### src/rtl/mspp_pkg.sv
`timescale 1ns / 1ps
// Shared types and constants for the SUBSCRIBE payload parser.
// Used by the front parser, the result queue, the output stage and the top level.
package mspp_pkg;

  localparam int unsigned LEN_W    = 28;
  localparam int unsigned QDEPTH   = 4;
  localparam int unsigned QPTR_W   = $clog2(QDEPTH);
  localparam int unsigned QCNT_W   = QPTR_W + 1;

  localparam logic [LEN_W-1:0] COUNT_MAX = {LEN_W{1'b1}};
  localparam logic [7:0]       QOS_MAX   = 8'h02;
  localparam logic [1:0]       QOS_ZERO  = 2'd0;

  typedef enum logic [2:0] {
    KIND_ID   = 3'd0,
    KIND_LEN  = 3'd1,
    KIND_CHAR = 3'd2,
    KIND_QOS  = 3'd3,
    KIND_IGN  = 3'd4
  } byte_kind_e;

  typedef enum logic [2:0] {
    ERR_NONE       = 3'd0,
    ERR_NO_PAYLOAD = 3'd1,
    ERR_ZERO_LEN   = 3'd2,
    ERR_OVERFLOW   = 3'd3,
    ERR_IGNORED    = 3'd4
  } error_e;

  typedef struct packed {
    byte_kind_e  kind;
    logic [7:0]  topic_char;
    logic        topic_last;
    logic [15:0] topic_length;
    logic [15:0] packet_id;
    logic [1:0]  qos_value;
    logic        qos_replaced;
    error_e      error_code;
    logic        packet_done;
  } result_t;

  typedef struct packed {
    logic full;
    logic empty;
  } q_status_t;

endpackage

### src/rtl/mspp_front.sv
`timescale 1ns / 1ps
// Front parser: accepts bytes, tracks the packet phase and classifies each byte.
// Depends on mspp_pkg for the result record and codes.
module mspp_front import mspp_pkg::*; (
  input  logic             clk_i,
  input  logic             rst_ni,
  input  logic             accept_i,
  input  logic             start_packet_i,
  input  logic [LEN_W-1:0] remaining_length_i,
  input  logic [7:0]       data_byte_i,
  output result_t          result_o
);

  typedef enum logic [2:0] {
    PH_IDLE   = 3'd0,
    PH_ID_HI  = 3'd1,
    PH_ID_LO  = 3'd2,
    PH_LEN_HI = 3'd3,
    PH_LEN_LO = 3'd4,
    PH_TOPIC  = 3'd5,
    PH_QOS    = 3'd6,
    PH_HALT   = 3'd7
  } phase_e;

  phase_e           phase_q, phase_d, phase_cur;
  logic [15:0]      field_cnt_q, field_cnt_d, field_cnt_cur;
  logic [LEN_W-1:0] consumed_q, consumed_d, consumed_cur, consumed_inc;
  logic [LEN_W-1:0] limit_q, limit_d;
  logic [7:0]       high_q, high_d, high_cur;
  logic [15:0]      id_q, id_d, id_cur;
  logic [15:0]      word;
  logic [15:0]      field_dec;
  logic             reached;

  // A start byte restarts from a clean packet context.
  always_comb begin
    phase_cur     = start_packet_i ? PH_ID_HI : phase_q;
    field_cnt_cur = start_packet_i ? 16'd0 : field_cnt_q;
    consumed_cur  = start_packet_i ? '0 : consumed_q;
    limit_d       = start_packet_i ? remaining_length_i : limit_q;
    high_cur      = start_packet_i ? 8'd0 : high_q;
    id_cur        = start_packet_i ? 16'd0 : id_q;

    consumed_inc = (consumed_cur == COUNT_MAX) ? consumed_cur : consumed_cur + 1'b1;
    reached      = (consumed_inc >= limit_d);
    word         = {high_cur, data_byte_i};
    field_dec    = (field_cnt_cur != 16'd0) ? field_cnt_cur - 16'd1 : field_cnt_cur;

    phase_d     = phase_cur;
    field_cnt_d = field_cnt_cur;
    consumed_d  = consumed_cur;
    high_d      = high_cur;
    id_d        = id_cur;

    result_o              = '0;
    result_o.kind         = KIND_IGN;
    result_o.error_code   = ERR_NONE;

    case (phase_cur)
      PH_ID_HI: begin
        result_o.kind = KIND_ID;
        high_d        = data_byte_i;
        consumed_d    = consumed_inc;
        phase_d       = PH_ID_LO;
      end
      PH_ID_LO: begin
        result_o.kind = KIND_ID;
        id_d          = word;
        consumed_d    = consumed_inc;
        if (reached) begin
          result_o.error_code = ERR_NO_PAYLOAD;
          phase_d             = PH_HALT;
        end else begin
          phase_d = PH_LEN_HI;
        end
      end
      PH_LEN_HI: begin
        result_o.kind = KIND_LEN;
        high_d        = data_byte_i;
        consumed_d    = consumed_inc;
        phase_d       = PH_LEN_LO;
      end
      PH_LEN_LO: begin
        result_o.kind         = KIND_LEN;
        result_o.topic_length = word;
        consumed_d            = consumed_inc;
        // zero length takes priority over the overflow check
        if (word == 16'd0) begin
          result_o.error_code = ERR_ZERO_LEN;
          phase_d             = PH_HALT;
        end else if (reached) begin
          result_o.error_code = ERR_OVERFLOW;
          phase_d             = PH_HALT;
        end else begin
          field_cnt_d = word;
          phase_d     = PH_TOPIC;
        end
      end
      PH_TOPIC: begin
        result_o.kind       = KIND_CHAR;
        result_o.topic_char = data_byte_i;
        consumed_d          = consumed_inc;
        field_cnt_d         = field_dec;
        if (field_dec == 16'd0) begin
          result_o.topic_last = 1'b1;
          phase_d             = PH_QOS;
        end
      end
      PH_QOS: begin
        result_o.kind = KIND_QOS;
        consumed_d    = consumed_inc;
        if (data_byte_i > QOS_MAX) begin
          result_o.qos_value    = QOS_ZERO;
          result_o.qos_replaced = 1'b1;
        end else begin
          result_o.qos_value = data_byte_i[1:0];
        end
        if (reached) begin
          result_o.packet_done = 1'b1;
          phase_d              = PH_HALT;
        end else begin
          phase_d = PH_LEN_HI;
        end
      end
      default: begin
        result_o.kind       = KIND_IGN;
        result_o.error_code = ERR_IGNORED;
      end
    endcase

    result_o.packet_id = id_d;
  end

  always_ff @(posedge clk_i or negedge rst_ni) begin
    if (!rst_ni) begin
      phase_q     <= PH_IDLE;
      field_cnt_q <= 16'd0;
      consumed_q  <= '0;
      limit_q     <= '0;
      high_q      <= 8'd0;
      id_q        <= 16'd0;
    end else if (accept_i) begin
      phase_q     <= phase_d;
      field_cnt_q <= field_cnt_d;
      consumed_q  <= consumed_d;
      limit_q     <= limit_d;
      high_q      <= high_d;
      id_q        <= id_d;
    end
  end

endmodule

### src/rtl/mspp_queue.sv
`timescale 1ns / 1ps
// Short result queue between the front parser and the output stage.
// Depends on mspp_pkg for the result record and queue depth.
module mspp_queue import mspp_pkg::*; (
  input  logic      clk_i,
  input  logic      rst_ni,
  input  logic      push_i,
  input  result_t   push_data_i,
  input  logic      pop_i,
  output result_t   pop_data_o,
  output q_status_t status_o
);

  result_t           mem_q [QDEPTH];
  logic [QPTR_W-1:0] wr_ptr_q, rd_ptr_q;
  logic [QCNT_W-1:0] cnt_q;

  assign status_o.full  = (cnt_q == QCNT_W'(QDEPTH));
  assign status_o.empty = (cnt_q == '0);
  assign pop_data_o     = mem_q[rd_ptr_q];

  always_ff @(posedge clk_i) begin
    if (push_i) begin
      mem_q[wr_ptr_q] <= push_data_i;
    end
  end

  always_ff @(posedge clk_i or negedge rst_ni) begin
    if (!rst_ni) begin
      wr_ptr_q <= '0;
      rd_ptr_q <= '0;
      cnt_q    <= '0;
    end else begin
      if (push_i) begin
        wr_ptr_q <= wr_ptr_q + 1'b1;
      end
      if (pop_i) begin
        rd_ptr_q <= rd_ptr_q + 1'b1;
      end
      if (push_i && !pop_i) begin
        cnt_q <= cnt_q + 1'b1;
      end else if (pop_i && !push_i) begin
        cnt_q <= cnt_q - 1'b1;
      end
    end
  end

endmodule

### src/rtl/mspp_back.sv
`timescale 1ns / 1ps
// Output stage: pulls results from the queue into the output register.
// Depends on mspp_pkg for the result record and queue status.
module mspp_back import mspp_pkg::*; (
  input  logic      clk_i,
  input  logic      rst_ni,
  input  q_status_t status_i,
  input  result_t   data_i,
  output logic      pop_o,
  input  logic      out_stall_i,
  output logic      out_valid_o,
  output result_t   out_data_o
);

  logic    valid_q;
  result_t data_q;

  // Refill when the register is empty or its item leaves this cycle.
  assign pop_o       = !status_i.empty && (!valid_q || !out_stall_i);
  assign out_valid_o = valid_q;
  assign out_data_o  = data_q;

  always_ff @(posedge clk_i or negedge rst_ni) begin
    if (!rst_ni) begin
      valid_q <= 1'b0;
    end else if (pop_o) begin
      valid_q <= 1'b1;
    end else if (!out_stall_i) begin
      valid_q <= 1'b0;
    end
  end

  always_ff @(posedge clk_i) begin
    if (pop_o) begin
      data_q <= data_i;
    end
  end

endmodule

### src/rtl/mqtt_subscribe_payload_parser_unit.sv
`timescale 1ns / 1ps
// Top level of the SUBSCRIBE variable-header and payload parser.
// Depends on mspp_pkg, mspp_front, mspp_queue and mspp_back.
//
// Usage:
//   Input channel: one raw byte per item (data_byte_i), with start_packet_i
//   marking the first byte of a packet and remaining_length_i sampled on it.
//   An item is taken on a rising edge with in_valid_i high and in_stall_o low.
//   Output channel: one classified result per input item, taken on an edge
//   with out_valid_o high and out_stall_i low; while stalled it holds.
//   Path: an accepted item is classified by the front parser and pushed into
//   the queue, then moved into the output register once that register is
//   empty or its item leaves, so it can then be taken on the outputs.
//   Throughput: one item per cycle while in_stall_o is low, limited by
//   the front parser's single 28-bit byte-count increment and compare
//   against the packet length. A four-entry queue decouples the parser
//   from the output register, so the parser keeps taking bytes while a
//   finished result waits; in_stall_o rises only once the queue is full.
//   Reset (rst_ni low, asynchronous) returns the parser to idle, empties the
//   queue and drops the output valid. Bytes before the first start byte and
//   after a packet ends or fails come out as ignored items.
module mqtt_subscribe_payload_parser_unit import mspp_pkg::*; (
  input  logic             clk_i,
  input  logic             rst_ni,
  input  logic             in_valid_i,
  output logic             in_stall_o,
  input  logic             start_packet_i,
  input  logic [LEN_W-1:0] remaining_length_i,
  input  logic [7:0]       data_byte_i,
  output logic             out_valid_o,
  input  logic             out_stall_i,
  output logic [2:0]       byte_kind_o,
  output logic [7:0]       topic_char_o,
  output logic             topic_last_o,
  output logic [15:0]      topic_length_o,
  output logic [15:0]      packet_id_o,
  output logic [1:0]       qos_value_o,
  output logic             qos_replaced_o,
  output logic [2:0]       error_code_o,
  output logic             packet_done_o
);

  logic      in_accept;
  logic      pop;
  result_t   front_res;
  result_t   q_data;
  result_t   out_res;
  q_status_t q_stat;

  // Stall the source only when the queue has no room.
  assign in_stall_o = q_stat.full;
  assign in_accept  = in_valid_i && !q_stat.full;

  mspp_front u_front (
    .clk_i              (clk_i),
    .rst_ni             (rst_ni),
    .accept_i           (in_accept),
    .start_packet_i     (start_packet_i),
    .remaining_length_i (remaining_length_i),
    .data_byte_i        (data_byte_i),
    .result_o           (front_res)
  );

  mspp_queue u_queue (
    .clk_i       (clk_i),
    .rst_ni      (rst_ni),
    .push_i      (in_accept),
    .push_data_i (front_res),
    .pop_i       (pop),
    .pop_data_o  (q_data),
    .status_o    (q_stat)
  );

  mspp_back u_back (
    .clk_i       (clk_i),
    .rst_ni      (rst_ni),
    .status_i    (q_stat),
    .data_i      (q_data),
    .pop_o       (pop),
    .out_stall_i (out_stall_i),
    .out_valid_o (out_valid_o),
    .out_data_o  (out_res)
  );

  // Unpack the registered result onto the field ports.
  assign byte_kind_o    = out_res.kind;
  assign topic_char_o   = out_res.topic_char;
  assign topic_last_o   = out_res.topic_last;
  assign topic_length_o = out_res.topic_length;
  assign packet_id_o    = out_res.packet_id;
  assign qos_value_o    = out_res.qos_value;
  assign qos_replaced_o = out_res.qos_replaced;
  assign error_code_o   = out_res.error_code;
  assign packet_done_o  = out_res.packet_done;

`ifndef NO_ASSERTIONS
  // An item entering an empty path passes through the queue into the output register and then shows on the outputs.
  a_latency: assert property (@(posedge clk_i) disable iff (!rst_ni)
    (in_accept && q_stat.empty && !out_valid_o) |=> ##1 out_valid_o)
    else $error("item did not reach the output register in time");

  // Ignored bytes and the ignored error code always go together.
  a_ignore_pair: assert property (@(posedge clk_i) disable iff (!rst_ni)
    out_valid_o |-> ((out_res.kind == KIND_IGN) == (out_res.error_code == ERR_IGNORED)))
    else $error("ignored kind and ignored error disagree");

  // A completed packet never carries an error.
  a_done_clean: assert property (@(posedge clk_i) disable iff (!rst_ni)
    (out_valid_o && out_res.packet_done) |->
      (out_res.error_code == ERR_NONE && out_res.kind == KIND_QOS))
    else $error("packet done flagged on a non-qos or errored item");
`endif

endmodule
### config.mk
export PLATFORM = sky130hd
export DESIGN_NAME = mqtt_subscribe_payload_parser_unit
export DESIGN_NICKNAME = d
export VERILOG_FILES = /design/src/rtl/mspp_pkg.sv /design/src/rtl/mspp_front.sv /design/src/rtl/mspp_queue.sv /design/src/rtl/mspp_back.sv /design/src/rtl/mqtt_subscribe_payload_parser_unit.sv
export SDC_FILE = /design/constraint.sdc
export NUM_CORES = 1
export LEC_CHECK = 0
export BUFFER_PORTS_ARGS = -buffer_cell sky130_fd_sc_hd__buf_2
export CORE_MARGIN = 4
export CORE_UTILIZATION = 60
export CTS_CLUSTER_SIZE = 24
export DETAILED_ROUTE_END_ITERATION = 10
export HOLD_SLACK_MARGIN = 0.12
export PLACE_DENSITY = 0.79
export SYNTH_ARGS = -nofsm -noshare
export SYNTH_HDL_FRONTEND = slang
export SYNTH_SLANG_ARGS = --single-unit
### constraint.sdc
create_clock -name clk_i -period 8 [get_ports clk_i]
set_input_delay 0 -clock clk_i [delete_from_list [all_inputs] [get_ports clk_i]]
set_output_delay 0 -clock clk_i [all_outputs]
set_load 0.02 [all_outputs]
==> impl_summary.md <==
Synthesis
In this run, synthesis produced a sequential element count of 362. The share of the synthesized area in the top cell type is 45.8%. Counting instances in the post-synthesis netlist gives the leading cell types as edfxtp_1 (255), nand2_1 (150), dfrtp_1 (107).

The number of nets handed over by synthesis was 1351. The number of different library cells used by synthesis comes to between 60 and 70. By area the synthesized netlist is led by edfxtp_1 (46%), dfrtp_1 (16%), mux4_2 (6.9%).

In the synthesized netlist, the number of instances is about 1300. The most common cell in the netlist is edfxtp_1. The count of flip-flops with a built-in enable after synthesis is 255.

For this run, the number of Yosys warnings is 0. The share of synthesized registers carrying an async set or reset is 29.6%. The most common flop cell mapped by yosys is edfxtp_1. The post-synthesis instance area is around 17000 µm². The sequential share of the synthesized area is around 60%. The mean instance size in the synthesized netlist is about 13 µm². The most area-hungry cell type in the Yosys netlist is edfxtp_1.

Timing
The number of setup violations in the final report is 0. The top achievable clock speed is approximately 170 MHz. The count of endpoints failing hold in the final timing report is 0.

Clock skew on the completed layout was measured at 0.0110 ns. Setup repair after global routing left no endpoint under its margin. In the final timing run, aggregate negative setup slack is 0 ns.

Setup slack on the critical path of the routed design comes to 2.04 ns. The final number of max-transition violations is 0. The measured slew at the worst slew-check pin is about 1.1 ns. The clock period could shrink to 5.96 ns. The post-route clock period utilization is 74.5%. Measured against its own limit, the worst slew margin works out to 23.4%.

Detailed routing
The detailed route wirelength on metal2 is ~19 mm. The routed design uses 2.58 mm of met3 wire. The final wirelength is between 30 and 40 mm. For this block, wires on met1 add up to ~16 mm. In the routed design, unresolved DRC markers number 0. Once detail routing completed, the nets flagged for antenna violations numbered 0. In the routed layout, each cell is associated on average with a via count of around 6.2. The count of TritonRoute iterations in the first routing pass is 6.

After the first detailed-routing iteration, the DRC count stood at roughly 1300. Dividing the detail-routed wire length by the instance count gives 21.8 µm. The highest metal layer carrying signal wires in the routed design is met4.

For this block, the via count after detailed routing is 11100.

GRT
The total routing resource utilization after global routing is approximately a quarter. The first-pass GRT wire length is around 63 mm. The number of global-route vias before repair is approximately 11000. The number of antenna violations at the first check in global routing is 0. Global routing finished with a remaining overflow of 0.

Entering global routing, the biggest net connects just under 100 pins.

Finish
The signed area change from the synthesized netlist to the final layout is 14.3%. The post-route netlist has 18.0% of its cells at a drive strength greater than 1. After the last flow step, the layout net total stands at about 1500. The filler cells instantiated in the layout total 1836. The storage element area is 10300 µm². The finished layout holds 1788 standard cells, fillers aside.

In the final layout, the multi-input gates occupy between 6000 and 7000 µm².

Critical path
In this run the worst path has a maximum fanout of 58. In this design, the stage delay of the slowest critical-path cell is about 0.93 ns. The critical path is of the in2reg type. Among all stages on the critical path, the largest delay is contributed by a211oi_2.

The nature of the critical path startpoint is an input pin. The arrival time of data at the critical path endpoint is 6.36 ns. The critical path contains buffers and inverters numbering 6 combined. The family of cells with the greatest summed delay on the critical path is compound AO/OA/AOI/OAI gates.

The kind of end point of the critical path is a flop. Traced cell by cell, the critical path runs through dlygate4sd3_1 -> buf_4 -> inv_1 -> buf_4 -> nand2_1 -> inv_1 -> ha_1 -> nand3_1 -> or4_1 -> o2111ai_1 -> nor2_1 -> xnor2_1 -> ha_1 -> nand4_1 -> nor2_1 -> a21oi_1 -> o221ai_1 -> a211oi_2 -> buf_4 -> o21bai_1 -> a221o_1. The required time of the critical path is approximately 8.4 ns. The dominant cell type by count on the critical path is buf_4.

CTS
The clock latency at the later pin of the worst-skew pair is 0.52 ns. The CTS clock-pin slew for the worst setup and hold paths is roughly 0.060 ns. The level count of the clock H-tree is 2.

The clock passes through at most 3 buffers. The number of buffers inserted during clock tree synthesis is 37. The number of resized instances in the post-cts repair step is 0. The clock sink count is approximately 360.

The tree is rooted in a clkbuf_16. TritonCTS built the clock tree.

Worst hold path
The min-delay analysis places its worst path in the category in2reg.

Placed design
The final HPWL from detailed placement is 23.7 mm. The final weighted congestion of routability-driven global placement is 0.945. The post-placement cell count is ~1700. Before CTS, the worst setup slack after placement is approximately 2.3 ns. Port buffering added a little over 90 buffers.

Floorplanning
The die extent in x is 175 µm. The core area is 27200 µm². The number of primary I/O pins is between 90 and 100.

The area enclosed by the die boundary is approximately 31000 µm². The initial core utilization is between 60% and 70%. The number of rows created at floorplan is 60. The die span in y is approximately 170 µm.

Power
VDD sags by at most roughly 0.21 mV. The static power due to leakage is between 7 and 8 nW. For this design the ratio of total power to cell area is between 300 and 400 nW/µm².

Run status
The flow ran to the end, and the final reports show no timing, DRC or antenna violations.

Job
Max-cap violations in this run came to 0.
==> through the flow <==
| step | instance area, µm² | utilization, % | hold WS [ns] | total power [mW] |
|---|---|---|---|---|
| 2_1_floorplan | 16700 | - | -0.296 | 4.39 |
| 3_3_place_gp | 17500 | 64.4 | 0.0645 | 4.93 |
| 4_1_cts | 19100 | 70.3 | 0.254 | 6.73 |
| 5_1_grt | 19100 | 70.3 | 0.328 | 7.06 |
| 6_report | 19100 | 70.3 | 0.305 | 6.70 |
| 3_5_place_dp | 17500 | 64.4 | 0.0706 | 5.00 |
==> state kept, by name, summed over array words and instances (netlist names) <==
register,count
u_queue.rd_ptr_q,2
u_back.out_valid_o,1
u_queue.cnt_q,3
u_back.out_data_o,51
u_queue.mem_q,204
u_front.limit_q,28
u_front.field_cnt_q,16
u_front.id_q,16
u_front.high_q,8
u_front.phase_q,3
u_queue.wr_ptr_q,2
u_front.consumed_q,28
==> layout by cell type, fill, tap and decap left out, drive strengths merged, types with 7 or more instances in the layout <==
cell type and instances:
nor2b 24, xnor2 20, mux4 51, clkbuf 54
a221o 8, o41ai 7, or3 16, buf 108
nor4 24, mux2i 39, ha 36, and2 17
and3 21, dfrtp 107, o21ai 86, edfxtp 255
nand4 12, nand3 25, o31ai 10, xor2 11
inv 27, nor2 64, nand2 150, a21oi 50
o22ai 10, mux2 24, nor3 22, dlygate4sd3 41
==> per-layer routing <==
metal | up-vias | GRT usage (%)
met2 | 453 | 43.7
met5 | - | 0
met3 | 63 | 3.85
li1 | 5075 | -
met1 | 5553 | 36.2
met4 | 0 | 6.68
==> cell families after synthesis <==
family | after synthesis | synth area share (%)
and+or+nand+nor | 405 | 12.1
DFF | 362 | 61.8
AOI/OAI and AO/OA | 227 | 8.53
muxes | 114 | 10.8
buffers and inverters | 97 | 2.32
adders and majority gates | 37 | 2.81
xor gates and xnor gates | 31 | 1.62
==> where the power goes <==
part | leakage [nW] | internal, mW | switching, mW
Sequential | 3.81 | 2.68 | 0.325
Clock | 0.576 | 0.977 | 0.708
Combinational | 2.88 | 0.779 | 1.24
Total | 7.26 | 4.43 | 2.27
==> path summary, 6_finish.rpt <==
check	slack [ns]	endpoint	cells after the start	from
worst min register to register	0.48	u_front.id_q[11]	2	u_front.id_q[11]
worst min-delay path	0.31	u_back.out_valid_o	4	out_stall_i
max in group asynchronous	6.58	u_queue.rd_ptr_q[0]	4	rst_ni
min in group asynchronous	0.56	u_front.id_q[12]	4	rst_ni
worst max-delay path	2.04	u_front.field_cnt_q[10]	21	start_packet_i
worst max register to register	2.33	u_front.field_cnt_q[10]	16	u_front.consumed_q[0]
==> timing repair <==
| item | 4_1_cts | 5_1_grt |
|---|---|---|
| hold buffers | 42 | 0 |
| buffers inserted | 0 | 0 |
| endpoints found under the hold margin | 170 | 0 |
==> layout make-up <==
type / count / area share [%]
Clock inverter: 13 / 0.740
Clock buffer: 54 / 5.44
Tap cell: 372 / 2.44
Inverter: 23 / 0.452
Multi-Input combinational cell: 814 / 31.5
Timing Repair Buffer: 149 / 5.30
Sequential cell: 362 / 54.1
Antenna cell: 1 / 0.0131
==> worst min-delay path: cells and delay by family <==
kind / cells / cell delay, ns
and+or+nand+nor: 2 / 0.13
buffers and inverters: 2 / 0.66
No activity file was read; power rests on OpenSTA's default activity.
